<file path="config.mk">
export PLATFORM = sky130hd
export DESIGN_NAME = day_count_to_calendar_date_core
export DESIGN_NICKNAME = d
export VERILOG_FILES = /design/src/design/dcc_pkg.sv /design/src/design/day_count_to_calendar_date_core.sv /design/src/design/dcc_tod.sv
export VERILOG_INCLUDE_DIRS = /design/src /design/src/design
export SDC_FILE = /design/constraint.sdc
export NUM_CORES = 2
export LEC_CHECK = 0
export BUFFER_PORTS_ARGS = -buffer_cell sky130_fd_sc_hd__buf_2
export CORE_MARGIN = 4
export CORE_UTILIZATION = 55
export CTS_CLUSTER_DIAMETER = 120
export CTS_CLUSTER_SIZE = 8
export DETAILED_ROUTE_END_ITERATION = 10
export PLACE_DENSITY = 0.8
export SETUP_SLACK_MARGIN = 0.02
export SKIP_LAST_GASP = 1
export SLEW_MARGIN = 30
export SYNTH_ARGS = -nofsm -noshare
export SYNTH_HDL_FRONTEND = slang
export SYNTH_HIERARCHICAL = 1
export SYNTH_SLANG_ARGS = --single-unit
</file>
<file path="constraint.sdc">
create_clock -name clk_i -period 18.6 [get_ports clk_i]
set_input_delay 2.79 -clock clk_i [delete_from_list [all_inputs] [get_ports clk_i]]
set_output_delay 2.79 -clock clk_i [all_outputs]
set_load 0.005 [all_outputs]
</file>
<file path="src/design/assert_macros.svh">
// Assertion helpers for the RTL.
`ifndef ASSERT_MACROS_SVH
`define ASSERT_MACROS_SVH

// Concurrent assertion on an explicit clock and active-low reset.
`define DCC_ASSERT_AT(lbl, clk, rstn, prop, msg) \
  lbl: assert property (@(posedge clk) disable iff (!rstn) (prop)) else $error(msg);

// Same, on the block's own clock and reset.
`define DCC_ASSERT(lbl, prop, msg) \
  `DCC_ASSERT_AT(lbl, clk_i, rst_ni, prop, msg)

`endif

</file>
<file path="src/design/dcc_pkg.sv">
package dcc_pkg;

  // time-of-day pipeline spans stages 6..14 of the core
  localparam int unsigned TOD_STAGES = 9;

  localparam int unsigned HOUR_W   = 5;
  localparam int unsigned MINUTE_W = 6;
  localparam int unsigned SECOND_W = 6;

  typedef struct packed {
    logic [HOUR_W-1:0]   hour;
    logic [MINUTE_W-1:0] minute;
    logic [SECOND_W-1:0] second;
  } tod_t;

endpackage

</file>
<file path="src/design/day_count_to_calendar_date_core.sv">
// Throughput: one word per cycle while the output is not stalled; every stage has its own valid bit, so
// bubbles close up under a stall and a stage moves whenever the one after it can.
// All division is by constants (reciprocal multiplies or shifts), at most one multiply per stage of the core.
// Reset clears the valid bits only; data registers are not reset.
`include "assert_macros.svh"

module day_count_to_calendar_date_core (
  input  logic        clk_i,
  input  logic        rst_ni,
  input  logic        s_axis_tvalid,
  output logic        s_axis_tready,
  input  logic [39:0] s_axis_tdata,   // [38:0] seconds_since_epoch, [39] zero
  output logic        m_axis_tvalid,
  input  logic        m_axis_tready,
  output logic [55:0] m_axis_tdata    // [14:0] year_number, [18:15] month_number,
                                      // [23:19] day_of_month, [28:24] hour_of_day,
                                      // [34:29] minute_of_hour, [40:35] second_of_minute,
                                      // [49:41] approx_day_of_year, [55:50] zero
);

  localparam int unsigned NS = 14;

  // day number split: v/675 done as two 16/18-bit chunks on a biased value
  localparam logic [63:0] KCNT   = ((64'd1 << 32) + 64'd674) / 64'd675;
  localparam logic [63:0] KOFF_W = KCNT * 64'd675;
  localparam logic [33:0] KOFF   = KOFF_W[33:0];
  localparam logic [63:0] ZADJ_W = 64'd2451545 - KCNT;
  localparam logic [25:0] ZADJ   = ZADJ_W[25:0];

  localparam logic [63:0] M1_W = ((64'd1 << 28) + 64'd674) / 64'd675;
  localparam logic [18:0] M1   = M1_W[18:0];
  localparam logic [63:0] M2_W = ((64'd1 << 35) + 64'd674) / 64'd675;
  localparam logic [25:0] M2   = M2_W[25:0];
  localparam logic [63:0] MA_W = ((64'd1 << 42) + 64'd146096) / 64'd146097;
  localparam logic [24:0] MA   = MA_W[24:0];
  localparam logic [63:0] MC_W = ((64'd1 << 46) + 64'd36524) / 64'd36525;
  localparam logic [30:0] MC   = MC_W[30:0];
  localparam logic [63:0] ME_W = ((64'd10000 << 32) + 64'd306000) / 64'd306001;
  localparam logic [27:0] ME   = ME_W[27:0];
  localparam logic [63:0] MD_W = ((64'd1 << 16) + 64'd71) / 64'd72;
  localparam logic [9:0]  MD   = MD_W[9:0];

  // floor(30.6001 * e) for e = 4..15
  function automatic logic [8:0] month_base(input logic [3:0] e);
    logic [8:0] r;
    case (e)
      4'd4:    r = 9'd122;
      4'd5:    r = 9'd153;
      4'd6:    r = 9'd183;
      4'd7:    r = 9'd214;
      4'd8:    r = 9'd244;
      4'd9:    r = 9'd275;
      4'd10:   r = 9'd306;
      4'd11:   r = 9'd336;
      4'd12:   r = 9'd367;
      4'd13:   r = 9'd397;
      4'd14:   r = 9'd428;
      4'd15:   r = 9'd459;
      default: r = 9'd0;
    endcase
    return r;
  endfunction

  // ---------------------------------------------------------------- control
  logic [NS-1:0] vld_q;
  logic [NS-1:0] en;

  always_comb begin
    for (int i = 0; i < NS; i++) begin
      en[i] = m_axis_tready | ~(&(vld_q | ((NS'(1) << i) - NS'(1))));
    end
  end

  assign s_axis_tready = en[0];
  assign m_axis_tvalid = vld_q[NS-1];

  always_ff @(posedge clk_i or negedge rst_ni) begin
    if (!rst_ni) begin
      vld_q <= '0;
    end else begin
      if (en[0]) begin
        vld_q[0] <= s_axis_tvalid;
      end
      for (int i = 1; i < NS; i++) begin
        if (en[i]) begin
          vld_q[i] <= vld_q[i-1];
        end
      end
    end
  end

  // ---------------------------------------------------------------- datapath
  logic [39:0] x;
  logic [33:0] u1_q;
  logic [6:0]  lo1_q, lo2_q, lo3_q, lo4_q;
  logic [17:0] a2_q;
  logic [15:0] b2_q;
  logic [8:0]  q1_2_q, q1_3_q, q1_4_q;
  logic [25:0] t3_q, t4_q;
  logic [15:0] q2_4_q;
  logic [23:0] z5_q, z6_q, z7_q;
  logic [16:0] rx5_q;
  logic        greg6_q, greg7_q;
  logic [23:0] n6_q;
  logic [6:0]  alpha7_q;
  logic [29:0] nc8_q;
  logic [23:0] b8_q, b9_q;
  logic [14:0] cq9_q;
  logic [8:0]  bd10_q, bd11_q;
  logic [15:0] c10_q, c11_q;
  logic [3:0]  e11_q;
  logic [4:0]  day12_q, day13_q, day14_q;
  logic [3:0]  mon12_q, mon13_q, mon14_q;
  logic [15:0] yr12_q, yr13_q, yr14_q;
  logic [8:0]  k13_q;
  logic [8:0]  doy14_q;

  logic [36:0] p1;
  logic [17:0] q1m;
  logic [9:0]  r1;
  logic [51:0] p2;
  logic [25:0] q2m;
  logic [9:0]  r2;
  logic [25:0] zf;
  logic [25:0] nw;
  logic [48:0] pa;
  logic [23:0] zz;
  logic [31:0] b32;
  logic [31:0] nc32;
  logic [60:0] pc;
  logic [15:0] c10;
  logic [23:0] dd;
  logic [23:0] bdw;
  logic [36:0] pe;
  logic [8:0]  dayw;
  logic [3:0]  mon12;
  logic [15:0] yr12a;
  logic [15:0] yr12;
  logic [3:0]  mm1;
  logic [18:0] pd;

  assign x   = {s_axis_tdata[38], s_axis_tdata[38:0]} + 40'd43200;

  assign p1  = 37'(u1_q[33:16]) * 37'(M1);
  assign q1m = 18'(q1_2_q) * 18'd675;
  assign r1  = 10'(a2_q - q1m);

  assign p2  = 52'(t3_q) * 52'(M2);
  assign q2m = 26'(q2_4_q) * 26'd675;
  assign r2  = 10'(t4_q - q2m);
  assign zf  = {1'b0, q1_4_q, q2_4_q} + ZADJ;

  assign nw  = {z5_q, 2'b00} - 26'd7468865;

  assign pa  = 49'(n6_q) * 49'(MA);

  // Gregorian correction only from the switch day on
  assign zz   = greg7_q ? (z7_q + 24'd1 + 24'(alpha7_q) - 24'(alpha7_q[6:2])) : z7_q;
  assign b32  = 32'($signed(zz + 24'd1524));
  // 100*b - 12210, biased by 2048*36525 to stay positive
  assign nc32 = b32 * 32'd100 + 32'd74790990;

  assign pc  = 61'(nc8_q) * 61'(MC);

  assign c10 = {1'b0, cq9_q} - 16'd2048;
  assign dd  = 24'($signed(c10)) * 24'd365 + 24'($signed(c10) >>> 2);
  assign bdw = b9_q - dd;

  assign pe  = 37'(bd10_q) * 37'(ME);

  assign dayw  = bd11_q - month_base(e11_q);
  assign mon12 = (e11_q > 4'd13) ? (e11_q - 4'd13) : (e11_q - 4'd1);
  assign yr12a = c11_q - 16'd4715 - ((mon12 > 4'd2) ? 16'd1 : 16'd0);
  // no year zero
  assign yr12  = ($signed(yr12a) <= 16'sd0) ? (yr12a - 16'd1) : yr12a;

  assign mm1 = mon12_q - 4'd1;
  assign pd  = 19'(k13_q) * 19'(MD);

  always_ff @(posedge clk_i) begin
    if (en[0]) begin
      u1_q  <= {x[39], x[39:7]} + KOFF;
      lo1_q <= x[6:0];
    end
    if (en[1]) begin
      a2_q   <= u1_q[33:16];
      b2_q   <= u1_q[15:0];
      q1_2_q <= p1[36:28];
      lo2_q  <= lo1_q;
    end
    if (en[2]) begin
      t3_q   <= {r1, b2_q};
      q1_3_q <= q1_2_q;
      lo3_q  <= lo2_q;
    end
    if (en[3]) begin
      t4_q   <= t3_q;
      q2_4_q <= p2[50:35];
      q1_4_q <= q1_3_q;
      lo4_q  <= lo3_q;
    end
    if (en[4]) begin
      z5_q  <= zf[23:0];
      rx5_q <= {r2, lo4_q};
    end
    if (en[5]) begin
      greg6_q <= ($signed(z5_q) >= 24'sd2299161);
      n6_q    <= nw[23:0];
      z6_q    <= z5_q;
    end
    if (en[6]) begin
      alpha7_q <= pa[48:42];
      greg7_q  <= greg6_q;
      z7_q     <= z6_q;
    end
    if (en[7]) begin
      nc8_q <= nc32[29:0];
      b8_q  <= b32[23:0];
    end
    if (en[8]) begin
      cq9_q <= pc[60:46];
      b9_q  <= b8_q;
    end
    if (en[9]) begin
      bd10_q <= bdw[8:0];
      c10_q  <= c10;
    end
    if (en[10]) begin
      e11_q  <= pe[35:32];
      bd11_q <= bd10_q;
      c11_q  <= c10_q;
    end
    if (en[11]) begin
      day12_q <= dayw[4:0];
      mon12_q <= mon12;
      yr12_q  <= yr12;
    end
    if (en[12]) begin
      k13_q   <= 9'(mm1) * 9'd30 + 9'(day12_q);
      day13_q <= day12_q;
      mon13_q <= mon12_q;
      yr13_q  <= yr12_q;
    end
    if (en[13]) begin
      doy14_q <= k13_q + 9'(pd[18:16]);
      day14_q <= day13_q;
      mon14_q <= mon13_q;
      yr14_q  <= yr13_q;
    end
  end

  dcc_pkg::tod_t tod;

  dcc_tod u_tod (
    .clk_i (clk_i),
    .en_i  (en[NS-1:NS-dcc_pkg::TOD_STAGES]),
    .rx_i  (rx5_q),
    .tod_o (tod)
  );

  assign m_axis_tdata = {6'd0, doy14_q, tod.second, tod.minute, tod.hour,
                         day14_q, mon14_q, yr14_q[14:0]};

  // ---------------------------------------------------------------- checks
  logic date_ok, tod_ok, bd_ok;

  assign date_ok = (mon14_q != 4'd0) && (mon14_q <= 4'd12) && (day14_q != 5'd0);
  assign tod_ok  = (tod.hour < 5'd24) && (tod.minute < 6'd60) && (tod.second < 6'd60);
  assign bd_ok   = (bd10_q >= 9'd123) && (bd10_q <= 9'd488);

  `DCC_ASSERT(a_date_range, m_axis_tvalid |-> date_ok, "date field out of range")
  `DCC_ASSERT(a_tod_range, m_axis_tvalid |-> tod_ok, "time field out of range")
  `DCC_ASSERT(a_bd_range, vld_q[9] |-> bd_ok, "day-in-cycle out of range")
  `DCC_ASSERT(a_full_stall, (&vld_q) && !m_axis_tready |-> !s_axis_tready, "accept into full stall")

endmodule

</file>
<file path="src/design/dcc_tod.sv">
// Splits the seconds within the day into hour, minute, second and
// delays them to line up with the date stages.
module dcc_tod (
  input  logic                               clk_i,
  input  logic [dcc_pkg::TOD_STAGES-1:0]     en_i,
  input  logic [16:0]                        rx_i,   // seconds after midnight, 0..86399
  output dcc_pkg::tod_t                      tod_o
);

  localparam int unsigned DLY = dcc_pkg::TOD_STAGES - 4;

  // reciprocals: exact for the operand ranges used
  localparam logic [63:0] MH_W = ((64'd1 << 29) + 64'd3599) / 64'd3600;
  localparam logic [17:0] MH   = MH_W[17:0];
  localparam logic [63:0] MM_W = ((64'd1 << 18) + 64'd59) / 64'd60;
  localparam logic [12:0] MM   = MM_W[12:0];

  logic [16:0] rx6_q;
  logic [4:0]  hour6_q, hour7_q, hour8_q;
  logic [11:0] m7_q, m8_q;
  logic [5:0]  minute8_q;
  dcc_pkg::tod_t tod9_q;
  dcc_pkg::tod_t dly_q [DLY];

  logic [34:0] ph;
  logic [16:0] hsec;
  logic [24:0] pm;
  logic [11:0] msec;
  logic [11:0] ssub;

  assign ph   = 35'(rx_i) * 35'(MH);
  assign hsec = 17'(hour6_q) * 17'd3600;
  assign pm   = 25'(m7_q) * 25'(MM);
  assign msec = 12'(minute8_q) * 12'd60;
  assign ssub = m8_q - msec;

  always_ff @(posedge clk_i) begin
    if (en_i[0]) begin
      rx6_q   <= rx_i;
      hour6_q <= ph[33:29];
    end
    if (en_i[1]) begin
      m7_q    <= 12'(rx6_q - hsec);
      hour7_q <= hour6_q;
    end
    if (en_i[2]) begin
      m8_q      <= m7_q;
      minute8_q <= pm[23:18];
      hour8_q   <= hour7_q;
    end
    if (en_i[3]) begin
      tod9_q.hour   <= hour8_q;
      tod9_q.minute <= minute8_q;
      tod9_q.second <= ssub[5:0];
    end
    if (en_i[4]) begin
      dly_q[0] <= tod9_q;
    end
    for (int j = 1; j < DLY; j++) begin
      if (en_i[4+j]) begin
        dly_q[j] <= dly_q[j-1];
      end
    end
  end

  assign tod_o = dly_q[DLY-1];

endmodule
</file>
==> flow_metrics.tcl <==
set metrics [dict create \
    r2r_slack_ns 10.06 \
    worst_slack_ns 8.875 \
    yosys_warnings 6 \
    rsz0062_at_grt "false" \
    path_buf_inv 6 \
    wl_per_cell_um 18.11 \
    fin_crit_sh_pct 52.29 \
    period_needed_ns 9.725 \
    grt_pass1_vias 54970 \
    num_rows 141 \
    h-tree-depth 3 \
    critical_path_required_ns 15.81 \
    hpwlAfterDp_mm 139.4 \
    cts_hold_buf 0 \
    fmaxAchievable_ghz 0.1028 \
    path_max_fanout 56 \
    core-area_sq_um 147500 \
    io_buffers 94 \
    grt_max_degree 57 \
    io_pins 102 \
    finalClockSkew_ns 0.05547 \
    slowest_delay_ns 0.49 \
    drtIter0Drc 2815 \
    critPathLaunchType "input pin" \
    die_h_um 393 \
    critPathSlowestCell "and3_1" \
    synth_cells 7110 \
    ys_types 103 \
    synthFlopType "edfxtp_1" \
    num-fill-cells 11650 \
    syn2layout_area_growth_pct 6.701 \
    grt_first_pass_wirelength_mm 280.7 \
    worst_pin_slew_ns 0.9819 \
    die_area_sq_um 154400 \
    cts.root.buffer_cell "clkbuf_16" \
    synth_top_area_share_pct 26.74 \
    yosysSeqAreaShare_pct 24.05 \
    ctsResizeCount 0 \
    hold_viol 0 \
    crit_path_end_kind "output port" \
    holdWs_ns 0.4036 \
    overflow 0 \
    cts_sinks 657 \
    drv_cap 0 \
    status "finished, final reports clean" \
    drt_first_pass_iters 8 \
    synth_edf_count 638 \
    synthArstFlopShare_pct 2.131 \
    place_congestion 0.9680 \
    max_slew_margin_pct 34.54 \
    multi_input_area_sq_um 55010 \
    ant_nets 0 \
    setup_tns_ns 0 \
    synth.avg_cell_area_sq_um 11.47 \
    hp-class "flop to flop" \
    crit_family "simple AND/OR/NAND/NOR gates" \
    synth_seq_cells 657 \
    cts_tree "yes" \
    critPathKind "input pin to output port" \
    clockBufferDepth 3 \
    cp.arrival_ns 6.94 \
    preCtsSetupSlack_ns 9.035 \
    syn-cell-area_sq_um 81520 \
    finalMaxSlewViolations 0 \
    cts_buffers 92 \
    routed_wl_mm 167.5 \
    cp_common_cell "buf_4" \
    cts.clk_slew.worst_paths_ns 0.05 \
    diodes 0 \
    cts_setup_buffers 0 \
    regArea_sq_um 19610 \
    dieWidth_um 393 \
    finalSetupViolCount 0 \
    layout.nets 10060 \
    antenna_found_initial 0 \
    routed_via_density 5.429 \
    grt_usage_pct 22.79 \
    drc 0 \
    synth.area.top_cells "fa_1 (27%), ha_1 (26%), edfxtp_1 (24%)" \
    critical_path.cell_chain "buf_2 -> nand2b_2 -> buf_4 -> nor2_1 -> and3_1 -> nand4_1 -> buf_4 -> nor2_1 -> nand4_1 -> buf_4 -> nor2_1 -> nand3_2 -> buf_4 -> buf_2" \
    drive_gt1_share_pct 3.920 \
    start_util_pct 55.28 \
    synth.largest_area_cell "fa_1" \
    vias 50220 \
    clkLatencyLatePin_ns 0.69 \
]
[worst paths after layout]
| path | from | to | cells past startpoint |
|---|---|---|---|
| setup reg to reg | nc8_q[10] | cq9_q[8] | 24 |
| max in group asynchronous | rst_ni | vld_q[5] | 1 |
| hold / removal | z6_q[12] | z7_q[12] | 0 |
| hold reg to reg | z6_q[12] | z7_q[12] | 0 |
| min in group asynchronous | rst_ni | vld_q[13] | 1 |
| setup / recovery | m_axis_tready | s_axis_tready | 14 |
[synthesized netlist by cell type, types with 17 or more instances]
| cell type | n |
|---|---|
| nor3_1 | 52 |
| a211oi_1 | 24 |
| mux2i_1 | 18 |
| nand4_1 | 46 |
| o211ai_1 | 18 |
| and2_1 | 17 |
| xor2_1 | 121 |
| nor2_1 | 152 |
| xnor2_1 | 261 |
| nor2b_1 | 37 |
| edfxtp_1 | 638 |
| inv_1 | 1779 |
| a21oi_1 | 196 |
| buf_4 | 23 |
| or2_2 | 25 |
| nand2_1 | 157 |
| a21o_1 | 109 |
| o21ai_0 | 117 |
| nand3_1 | 78 |
| clkbuf_1 | 20 |
| and3_1 | 26 |
| ha_1 | 1663 |
| o21bai_1 | 23 |
| nand2b_1 | 37 |
| or3_1 | 18 |
| o21a_1 | 47 |
| a31oi_1 | 27 |
| fa_1 | 1089 |
[final cells by class]
cell class / count / area share, %
Clock buffer: 142 / 2.862
Sequential cell: 657 / 22.54
Clock inverter: 8 / 0.2517
Multi-Input combinational cell: 4628 / 63.24
Inverter: 1781 / 7.688
Timing Repair Buffer: 105 / 0.6358
Tap cell: 1930 / 2.776
[logic make-up (layout without fill, tap and decap cells)]
family,count (synthesis),after routing,synth area share [%]
buf+inv,1831,2036,8.564
mux,22,22,0.2763
other cells,1,7,0.004600
flops,657,657,24.05
simple gates,729,729,4.663
xor+xnor,383,383,4.132
fa+ha+maj,2753,2753,52.28
compound gates,734,734,6.030
[layer usage]
layer / wire length (um) / up-vias / share of wire (%) / global-route usage, %
li1: - / 23690 / - / -
met1: 69130 / 24990 / 41 / 29.07
met2: 84950 / 1219 / 51 / 40.59
met3: 8259 / 328 / 4.9 / 3.038
met4: 5180 / 0 / 3.1 / 6.621
met5: 0 / - / 0 / 0
[flip-flops by register name (all words and copies together) (netlist names), 14 cells and up, named ones only]
| register | count |
|---|---|
| vld_q | 14 |
| cq9_q | 15 |
| b2_q | 16 |
| yr13_q | 15 |
| z7_q | 24 |
| t3_q | 26 |
| z6_q | 24 |
| nc8_q | 28 |
| c10_q | 16 |
| u_tod/tod9_q | 17 |
| z5_q | 24 |
| n6_q | 22 |
| u_tod/dly_q | 85 |
| rx5_q | 17 |
| yr12_q | 15 |
| u1_q | 34 |
| yr14_q | 15 |
| c11_q | 16 |
| q2_4_q | 16 |
[stage by stage]
step	utilization (%)	cell area, sq um	std cells
3_5_place_dp	57.13	84250	9101
3_3_place_gp	57.12	84240	9101
4_1_cts	58.96	86960	9251
2_1_floorplan	-	81550	7116
6_report	58.98	86990	9251
5_1_grt	58.98	86990	9251
[cell usage in the layout, fill, tap and decap left out, types with 94 or more instances in the layout]
master and instances:
nand2_1 153, ha_1 1663, nor2_1 152, a21oi_1 196, xor2_1 121, buf_2 94
o21ai_0 117, edfxtp_1 638, xnor2_1 261, fa_1 1089, a21o_1 109, inv_1 1776
Power is not shown: default switching activity piles up to over one toggle a cycle in this logic, so the estimate is an artifact.
